### config.mk
export PLATFORM = sky130hd
export DESIGN_NAME = disk_block_bitmap_allocator_core_flat
export DESIGN_NICKNAME = d
export VERILOG_FILES = /design/src/dbba_pkg.sv /design/src/dbba_in_if.sv /design/src/dbba_out_if.sv /design/src/disk_block_bitmap_allocator_core.sv /design/src/dbba_cell.sv /design/src/dbba_chain.sv /design/src/flat_wrapper.sv
export SDC_FILE = /design/constraint.sdc
export NUM_CORES = 1
export LEC_CHECK = 0
export BUFFER_PORTS_ARGS = -buffer_cell sky130_fd_sc_hd__clkbuf_2
export CAP_MARGIN = 25
export CORE_AREA = 3 3 118 120
export CTS_CLUSTER_DIAMETER = 200
export DETAILED_ROUTE_END_ITERATION = 6
export DIE_AREA = 0 0 121 123
export GPL_ROUTABILITY_DRIVEN = 0
export PLACE_DENSITY = 0.83
export SETUP_SLACK_MARGIN = 0.05
export SLEW_MARGIN = 20
export SYNTH_ARGS = -nofsm -noshare
export SYNTH_HDL_FRONTEND = slang
export SYNTH_SLANG_ARGS = --single-unit
### constraint.sdc
create_clock -name clk_i -period 8.1 [get_ports clk_i]
set_input_delay 0.405 -clock clk_i [delete_from_list [all_inputs] [get_ports clk_i]]
set_output_delay 0.405 -clock clk_i [all_outputs]
set_load 0.02 [all_outputs]
### src/dbba_pkg.sv
package dbba_pkg;

  // default number of disk blocks tracked by the bitmap
  localparam int unsigned NUM_BLOCKS_DEF = 128;

  // operation codes carried in the kind field
  typedef enum logic [1:0] {
    KIND_ALLOC  = 2'd0,
    KIND_FREE   = 2'd1,
    KIND_FORMAT = 2'd2,
    KIND_STATUS = 2'd3
  } kind_e;

  // result status codes
  typedef enum logic {
    STATUS_OK       = 1'b0,
    STATUS_NO_SPACE = 1'b1
  } status_e;

  // controls fanned out from the sequencer to every bitmap cell
  typedef struct packed {
    logic shift;  // rotate the ring by one cell
    logic clear;  // mark every block free
  } chain_ctrl_t;

endpackage

### src/dbba_in_if.sv
interface dbba_in_if;
  logic       valid;
  logic       ready;
  logic [1:0] kind;
  logic [7:0] block_count;
  logic [6:0] first_block;

  modport source (output valid, output kind, output block_count, output first_block,
                  input ready);
  modport sink (input valid, input kind, input block_count, input first_block,
                output ready);
endinterface

### src/dbba_out_if.sv
interface dbba_out_if;
  logic       valid;
  logic       ready;
  logic       status;
  logic [6:0] start_block;
  logic [7:0] free_count;

  modport source (output valid, output status, output start_block, output free_count,
                  input ready);
  modport sink (input valid, input status, input start_block, input free_count,
                output ready);
endinterface

### src/disk_block_bitmap_allocator_core.sv
// Allocate and free accept an item, rotate the bitmap ring one cell past the sequencer
//   each cycle in the scan state, then load the result register from the finish state;
//   format, status and a failed allocate go straight from accept to the finish state.
//   A new item is accepted only in the idle state, once the last has loaded its result.
//   A result held by the receiver stalls a later item in its finish state until taken.
// Reset: every block free, free count NUM_BLOCKS, no result pending.
module disk_block_bitmap_allocator_core #(
  parameter int unsigned NUM_BLOCKS = dbba_pkg::NUM_BLOCKS_DEF
) (
  input  logic       clk_i,
  input  logic       rst_ni,
  dbba_in_if.sink    req_i,
  dbba_out_if.source rsp_o
);

  localparam int unsigned IDXW = $clog2(NUM_BLOCKS);
  localparam int unsigned FCW  = $clog2(NUM_BLOCKS + 1);
  localparam int unsigned CW   = ((IDXW > 9) ? IDXW : 9) + 1;

  typedef enum logic [1:0] {
    ST_IDLE,
    ST_SCAN,
    ST_FINISH
  } state_e;

  state_e                state_q;
  logic                  op_alloc_q;
  logic [IDXW-1:0]       idx_q;
  logic [7:0]            want_q;
  logic [7:0]            got_q;
  logic [6:0]            first_q;
  logic [7:0]            count_q;
  logic [IDXW-1:0]       lowest_q;
  dbba_pkg::status_e     status_q;
  logic [FCW-1:0]        free_q;
  logic                  out_valid_q;
  logic                  out_status_q;
  logic [6:0]            out_start_q;
  logic [7:0]            out_free_q;

  dbba_pkg::chain_ctrl_t chain_ctrl;
  logic                  head;
  logic                  tail;
  logic                  in_acc;
  logic                  no_space;
  logic                  take;
  logic                  release_blk;
  logic                  in_range;
  logic [CW-1:0]         idx_ext;
  logic [CW-1:0]         end_ext;
  logic                  out_free_slot;
  logic [31:0]           lowest_w;
  logic [31:0]           free_w;

  assign in_acc        = req_i.valid && req_i.ready;
  assign req_i.ready   = (state_q == ST_IDLE);
  assign out_free_slot = !out_valid_q || rsp_o.ready;
  assign no_space      = ({{(CW-8){1'b0}}, req_i.block_count} > CW'(free_q));

  // per-block decision on the bit at the head of the ring
  always_comb begin
    idx_ext     = CW'(idx_q);
    end_ext     = CW'(first_q) + CW'(count_q);
    in_range    = (idx_ext >= CW'(first_q)) && (idx_ext < end_ext);
    take        = op_alloc_q && !head && (got_q < want_q);
    release_blk = !op_alloc_q && head && in_range;
    tail        = (head | take) & ~release_blk;
  end

  assign chain_ctrl.shift = (state_q == ST_SCAN);
  assign chain_ctrl.clear = in_acc && (req_i.kind == dbba_pkg::KIND_FORMAT);

  dbba_chain #(
    .NUM_BLOCKS (NUM_BLOCKS)
  ) u_chain (
    .clk_i  (clk_i),
    .rst_ni (rst_ni),
    .ctrl_i (chain_ctrl),
    .tail_i (tail),
    .head_o (head)
  );

  // low bits of the block index and free count as reported
  assign lowest_w = 32'(lowest_q);
  assign free_w   = 32'(free_q);

  // sequencer and result register
  always_ff @(posedge clk_i or negedge rst_ni) begin
    if (!rst_ni) begin
      state_q      <= ST_IDLE;
      op_alloc_q   <= 1'b0;
      idx_q        <= '0;
      want_q       <= '0;
      got_q        <= '0;
      first_q      <= '0;
      count_q      <= '0;
      lowest_q     <= '0;
      status_q     <= dbba_pkg::STATUS_OK;
      free_q       <= FCW'(NUM_BLOCKS);
      out_valid_q  <= 1'b0;
      out_status_q <= 1'b0;
      out_start_q  <= '0;
      out_free_q   <= '0;
    end else begin
      // a finishing item reloads the result register itself
      if (out_valid_q && rsp_o.ready && (state_q != ST_FINISH)) begin
        out_valid_q <= 1'b0;
      end
      unique case (state_q)
        ST_IDLE: begin
          if (in_acc) begin
            idx_q      <= '0;
            got_q      <= '0;
            lowest_q   <= '0;
            want_q     <= req_i.block_count;
            count_q    <= req_i.block_count;
            first_q    <= req_i.first_block;
            op_alloc_q <= (req_i.kind == dbba_pkg::KIND_ALLOC);
            unique case (req_i.kind)
              dbba_pkg::KIND_ALLOC: begin
                if (no_space) begin
                  status_q <= dbba_pkg::STATUS_NO_SPACE;
                  state_q  <= ST_FINISH;
                end else begin
                  status_q <= dbba_pkg::STATUS_OK;
                  state_q  <= ST_SCAN;
                end
              end
              dbba_pkg::KIND_FREE: begin
                status_q <= dbba_pkg::STATUS_OK;
                state_q  <= ST_SCAN;
              end
              dbba_pkg::KIND_FORMAT: begin
                status_q <= dbba_pkg::STATUS_OK;
                free_q   <= FCW'(NUM_BLOCKS);
                state_q  <= ST_FINISH;
              end
              default: begin
                status_q <= dbba_pkg::STATUS_OK;
                state_q  <= ST_FINISH;
              end
            endcase
          end
        end
        ST_SCAN: begin
          if (take) begin
            got_q  <= 8'(got_q + 8'd1);
            free_q <= free_q - FCW'(1);
            if (got_q == 8'd0) begin
              lowest_q <= idx_q;
            end
          end
          if (release_blk) begin
            free_q <= free_q + FCW'(1);
          end
          if (idx_q == IDXW'(NUM_BLOCKS - 1)) begin
            state_q <= ST_FINISH;
          end else begin
            idx_q <= idx_q + IDXW'(1);
          end
        end
        ST_FINISH: begin
          if (out_free_slot) begin
            out_valid_q  <= 1'b1;
            out_status_q <= status_q;
            out_start_q  <= lowest_w[6:0];
            out_free_q   <= free_w[7:0];
            state_q      <= ST_IDLE;
          end
        end
        default: begin
          state_q <= ST_IDLE;
        end
      endcase
    end
  end

  assign rsp_o.valid       = out_valid_q;
  assign rsp_o.status      = out_status_q;
  assign rsp_o.start_block = out_start_q;
  assign rsp_o.free_count  = out_free_q;

  // free count never exceeds the number of blocks
  a_free_bound: assert property (@(posedge clk_i) disable iff (!rst_ni)
    free_q <= FCW'(NUM_BLOCKS))
    else $error("free count above block count");

  // allocation never claims more than requested
  a_got_bound: assert property (@(posedge clk_i) disable iff (!rst_ni)
    (state_q == ST_SCAN && op_alloc_q) |-> (got_q <= want_q))
    else $error("allocation overran request");

  // an admitted allocation is fully satisfied by the end of the scan
  a_alloc_full: assert property (@(posedge clk_i) disable iff (!rst_ni)
    (state_q == ST_SCAN && op_alloc_q && idx_q == IDXW'(NUM_BLOCKS - 1))
      |=> (got_q == want_q))
    else $error("allocation short after full scan");

  // oversize allocation is rejected without a scan
  a_no_space: assert property (@(posedge clk_i) disable iff (!rst_ni)
    (in_acc && req_i.kind == dbba_pkg::KIND_ALLOC &&
     {{(CW-8){1'b0}}, req_i.block_count} > CW'(free_q))
      |=> (state_q == ST_FINISH && status_q == dbba_pkg::STATUS_NO_SPACE))
    else $error("no-space allocation not rejected");

endmodule

### src/dbba_cell.sv
module dbba_cell (
  input  logic                  clk_i,
  input  logic                  rst_ni,
  input  dbba_pkg::chain_ctrl_t ctrl_i,
  input  logic                  used_i,
  output logic                  used_o
);

  logic used_q;

  // one used bit; takes the neighbor's bit on every shift
  always_ff @(posedge clk_i or negedge rst_ni) begin
    if (!rst_ni) begin
      used_q <= 1'b0;
    end else if (ctrl_i.clear) begin
      used_q <= 1'b0;
    end else if (ctrl_i.shift) begin
      used_q <= used_i;
    end
  end

  assign used_o = used_q;

endmodule

### src/dbba_chain.sv
module dbba_chain #(
  parameter int unsigned NUM_BLOCKS = dbba_pkg::NUM_BLOCKS_DEF
) (
  input  logic                  clk_i,
  input  logic                  rst_ni,
  input  dbba_pkg::chain_ctrl_t ctrl_i,
  input  logic                  tail_i,  // processed head bit, written back at the tail
  output logic                  head_o   // bit of the block under the sequencer
);

  logic [NUM_BLOCKS-1:0] used;

  // ring of cells: each cell loads from its upper neighbor, the last from the sequencer
  for (genvar i = 0; i < NUM_BLOCKS; i++) begin : g_cell
    logic nbr;
    if (i == NUM_BLOCKS - 1) begin : g_tail
      assign nbr = tail_i;
    end else begin : g_mid
      assign nbr = used[i+1];
    end
    dbba_cell u_cell (
      .clk_i  (clk_i),
      .rst_ni (rst_ni),
      .ctrl_i (ctrl_i),
      .used_i (nbr),
      .used_o (used[i])
    );
  end

  assign head_o = used[0];

endmodule
### src/flat_wrapper.sv
// flat-port wrapper written by rule: the top's interface ports become plain ports
module disk_block_bitmap_allocator_core_flat 
#(
  parameter int unsigned NUM_BLOCKS = dbba_pkg::NUM_BLOCKS_DEF
)
  (clk_i, rst_ni, req_i_valid, req_i_kind, req_i_block_count, req_i_first_block, req_i_ready, rsp_o_valid, rsp_o_status, rsp_o_start_block, rsp_o_free_count, rsp_o_ready);
  dbba_in_if req_i_i ();
  dbba_out_if rsp_o_i ();
  input  logic clk_i;
  input  logic rst_ni;
  input wire logic [$bits(req_i_i.valid)-1:0] req_i_valid;
  input wire logic [$bits(req_i_i.kind)-1:0] req_i_kind;
  input wire logic [$bits(req_i_i.block_count)-1:0] req_i_block_count;
  input wire logic [$bits(req_i_i.first_block)-1:0] req_i_first_block;
  output wire logic [$bits(req_i_i.ready)-1:0] req_i_ready;
  output wire logic [$bits(rsp_o_i.valid)-1:0] rsp_o_valid;
  output wire logic [$bits(rsp_o_i.status)-1:0] rsp_o_status;
  output wire logic [$bits(rsp_o_i.start_block)-1:0] rsp_o_start_block;
  output wire logic [$bits(rsp_o_i.free_count)-1:0] rsp_o_free_count;
  input wire logic [$bits(rsp_o_i.ready)-1:0] rsp_o_ready;
  assign req_i_i.valid = req_i_valid;
  assign req_i_i.kind = req_i_kind;
  assign req_i_i.block_count = req_i_block_count;
  assign req_i_i.first_block = req_i_first_block;
  assign req_i_ready = req_i_i.ready;
  assign rsp_o_valid = rsp_o_i.valid;
  assign rsp_o_status = rsp_o_i.status;
  assign rsp_o_start_block = rsp_o_i.start_block;
  assign rsp_o_free_count = rsp_o_i.free_count;
  assign rsp_o_i.ready = rsp_o_ready;
  disk_block_bitmap_allocator_core #(.NUM_BLOCKS(NUM_BLOCKS)) u_core (.clk_i(clk_i), .rst_ni(rst_ni), .req_i(req_i_i), .rsp_o(rsp_o_i));
endmodule
==> results.md <==
* Most frequent cells in the layout: dfrtp_1 (193), a22o_1 (133), nand2_1 (60)
* Most common cell after layout, fill and taps aside: dfrtp_1
* Worst rel slew slack at 37.1%
* Final Util at 71.4%
* Worst vdd ir at 0.000204 V
* RSZ-0062 raised after global routing: false
* Async SR Flop Fraction at 100%
* Average cell area after synthesis at 11.8 sq um
* Worst Hold Class: primary input to async pin
* CP arrival at approximately 5.4 ns
* CTS tree: built
* Crit share post-route at 62.9%
* Final antenna-violating net count at 0
* Compound-Gate Fraction of Synth Area at roughly 22%
* Number of port buffers at 38
* Fmax at 0.196 GHz
* Initial antenna violation count at 0
* Ports at 39
* Failing checks: design-rule violations
* FF+latch count, synth at 194
* Layout cells sized above 1 at between 10 and 15%
* Synth Area in Simple Gates at 6.76%
* Min Tclk post-route at about 5.1 ns
* Synthesis Warnings at 0
* Buffer count from post-CTS setup fixing at 0
* Total GRT Usage at approximately 24%
* Least-Margin Pin Slew at 0.944 ns
* Reg2Reg Setup Slack at 3.00 ns
* Adder-Cell Fraction of Synth Area at 7.03%
* Diode count at 0
* Hold Buf Count CTS at 0
* Initial Util at 64.2%
* Die width at 121 um
* Final Slew Violations at 0
* XOR/XNOR share of the synthesized area at 1.46%
* Later-pin clock latency in the skew report at 0.42 ns
* Synth Instances at 710
* Commonest register cell after synthesis: dfrtp_1
* Clock Path Buffers at 2
* Residual DRC at 1
* CP Capture Type: flip-flop
* Routed WL at ~17000 um
* Max_cap viols at 0
* Main combinational cell family by area after synthesis: compound AO/OA/AOI/OAI gates
* Leakage power at 4.60 nW
* Layout Skew at 0.00941 ns
* Avg WL per Cell at 18.5 um
* Clk root buf: clkbuf_16
* First-pass GRT wire length at 28500 um
* Netlist cell types at 48
* Setup violators final at 0
* Mux contribution to synthesized area at ~1.2%
* DR iter-0 viols at 512
* CP Max Fanout at 11
* Sequential element share of the synthesized area at 57.8%
* H-tree depth at 4
* Largest delay share family, worst path: compound AO/OA/AOI/OAI gates
* Number of enable flip-flop cells after synthesis at 0
* Clk sinks at 194
* Total gr overflow at 0
* Syn_nets at 777
* Drt first pass iters at 7
* Critical Path Max Stage Delay at 0.47 ns
* Post-cts resize count at 0
* Area grow syn2layout at 11.2%
* Row Count at 42
* Status: finished with violations
* Slowest-stage cell, CP: ha_1
* Reg clk slew, reported paths at 0.07 ns
* Drt via density at 6.25
* Die ar. at 14900 sq um
* Core box area at 13100 sq um
* Crit path kind: flip-flop to flip-flop
* CP required at approximately 8.4 ns
* Hpwl dp at 10900 um
* Largest net degree at the start of global routing at roughly 130
* Power density over the cells at 329 nW/um^2
* TritonCTS Buffers at 17
* Multi-input logic area at 3260 sq um
* Layout net count at 800
* Die H at 123 um
* Hold Vio Cnt, Final at 0
* Final setup TNS at 0 ns
* CP Buf/Inv Count at 0
* Critical-path cell list: ha_1 -> fa_1 -> a211oi_1 -> o21bai_1 -> a21oi_1 -> xor2_1 -> ha_1 -> a2111oi_0 -> o21ai_0 -> o211ai_1 -> nand4b_1 -> ha_1 -> a21o_1 -> a211oi_1 -> o21ai_0 -> o211ai_1 -> nand2_1 -> o2111a_1 -> a211oi_1
* Fillers at 841
* Worst setup SP type: flip-flop
* Via Count at approximately 5800
* Synth Cell Area at 8410 sq um
* Number of global-route vias before repair at 5766
* Area occupied by registers at 4860 sq um
-- layout make-up --
class | instances | area share [%]
Clock inverter | 12 | 1.57
Clock buffer | 20 | 4.67
Multi-Input combinational cell | 438 | 34.9
Sequential cell | 194 | 52.0
Timing Repair Buffer | 44 | 3.00
Inverter | 38 | 1.53
Tap cell | 176 | 2.36
-- cells in the mapped netlist (2+ instances only) --
master	instances	share of area, %
a22o_1	133	14
dfrtp_1	193	57
or3_1	6	0.45
ha_1	44	6.5
and3_1	3	0.22
nand2b_1	9	0.67
o21a_1	4	0.36
a211oi_1	6	0.54
xnor2_1	5	0.52
o31ai_1	3	0.27
inv_1	38	1.7
nor2_1	16	0.71
nand3_1	7	0.42
mux2_2	2	0.27
a21oi_1	16	0.95
o211ai_1	4	0.36
o21ai_0	53	3.2
a21oi_2	2	0.21
a31oi_1	4	0.30
fa_1	2	0.48
mux2i_1	8	0.95
nor3b_1	2	0.18
a21o_1	10	0.89
buf_1	6	0.27
nand4_1	4	0.30
nor4b_1	2	0.21
nand2_1	60	2.7
clkbuf_1	33	1.5
xor2_1	9	0.94
o21bai_1	3	0.27
nor3_1	3	0.18
nor2b_1	4	0.30
-- worst paths after layout --
check / from / depth (start not counted) / end
max: u_core.want_q[0] / 19 / u_core.free_q[7]
max in group asynchronous: rst_ni / 3 / u_core.u_chain.g_cell[123].u_cell.used_o
min in group clk_i: req_i_first_block[4] / 3 / u_core.first_q[4]
max reg2reg: u_core.want_q[0] / 19 / u_core.free_q[7]
min reg2reg: u_core.rsp_o.start_block[0] / 2 / u_core.rsp_o.start_block[0]
min: rst_ni / 1 / u_core.first_q[4]
-- power breakdown --
group / leakage, nW / internal, W / switching (W)
Clock: 0.285 / 0.000463 / 0.000363
Combinational: 1.65 / 0.000366 / 0.000684
Sequential: 2.66 / 0.00109 / 0.000106
-- cells by family after synthesis --
| kind of cell | after synthesis |
|---|---|
| AND/OR/NAND/NOR | 121 |
| flip-flops | 194 |
| AO/OA/AOI/OAI | 247 |
| multiplexers | 10 |
| adder cells (fa/ha/maj) | 46 |
| XOR/XNOR | 14 |
| buffers and inverters | 78 |
-- metrics by stage --
stage | instance area, sq um | instances | hold WS (ns) | total power (W) | setup slack, ns
after floorplan | 8410 | 710 | 0.109 | 0.00196 | 3.87
after global placement | 8710 | 888 | 0.463 | 0.00214 | 3.53
after detailed placement | 8740 | 889 | 0.475 | 0.00223 | 3.23
after CTS | 9320 | 921 | 0.131 | 0.00307 | 3.16
after global routing | 9340 | 922 | 0.160 | 0.00326 | 2.64
final | 9340 | 922 | 0.0859 | 0.00307 | 3.00
-- flip-flops by register name, indices dropped and copies added, names as in the netlist, 2 cells and up --
| register | count |
|---|---|
| u_core.idx_q | 7 |
| u_core.first_q | 7 |
| u_core.lowest_q | 7 |
| u_core.rsp_o.free_count | 8 |
| u_core.got_q | 8 |
| u_core.free_q | 8 |
| u_core.state_q | 2 |
| u_core.u_chain.g_cell.u_cell.used_o | 128 |
| u_core.rsp_o.start_block | 7 |
| u_core.want_q | 8 |
-- layer usage --
metal	global-route usage, %	vias to the layer above	routed length, um
met5	0	-	0
met1	32.7	2917	7470
met4	10.7	0	437
met3	3.48	35	722
li1	-	2646	-
met2	39.5	160	8420
(Power assumes the default switching activity.)
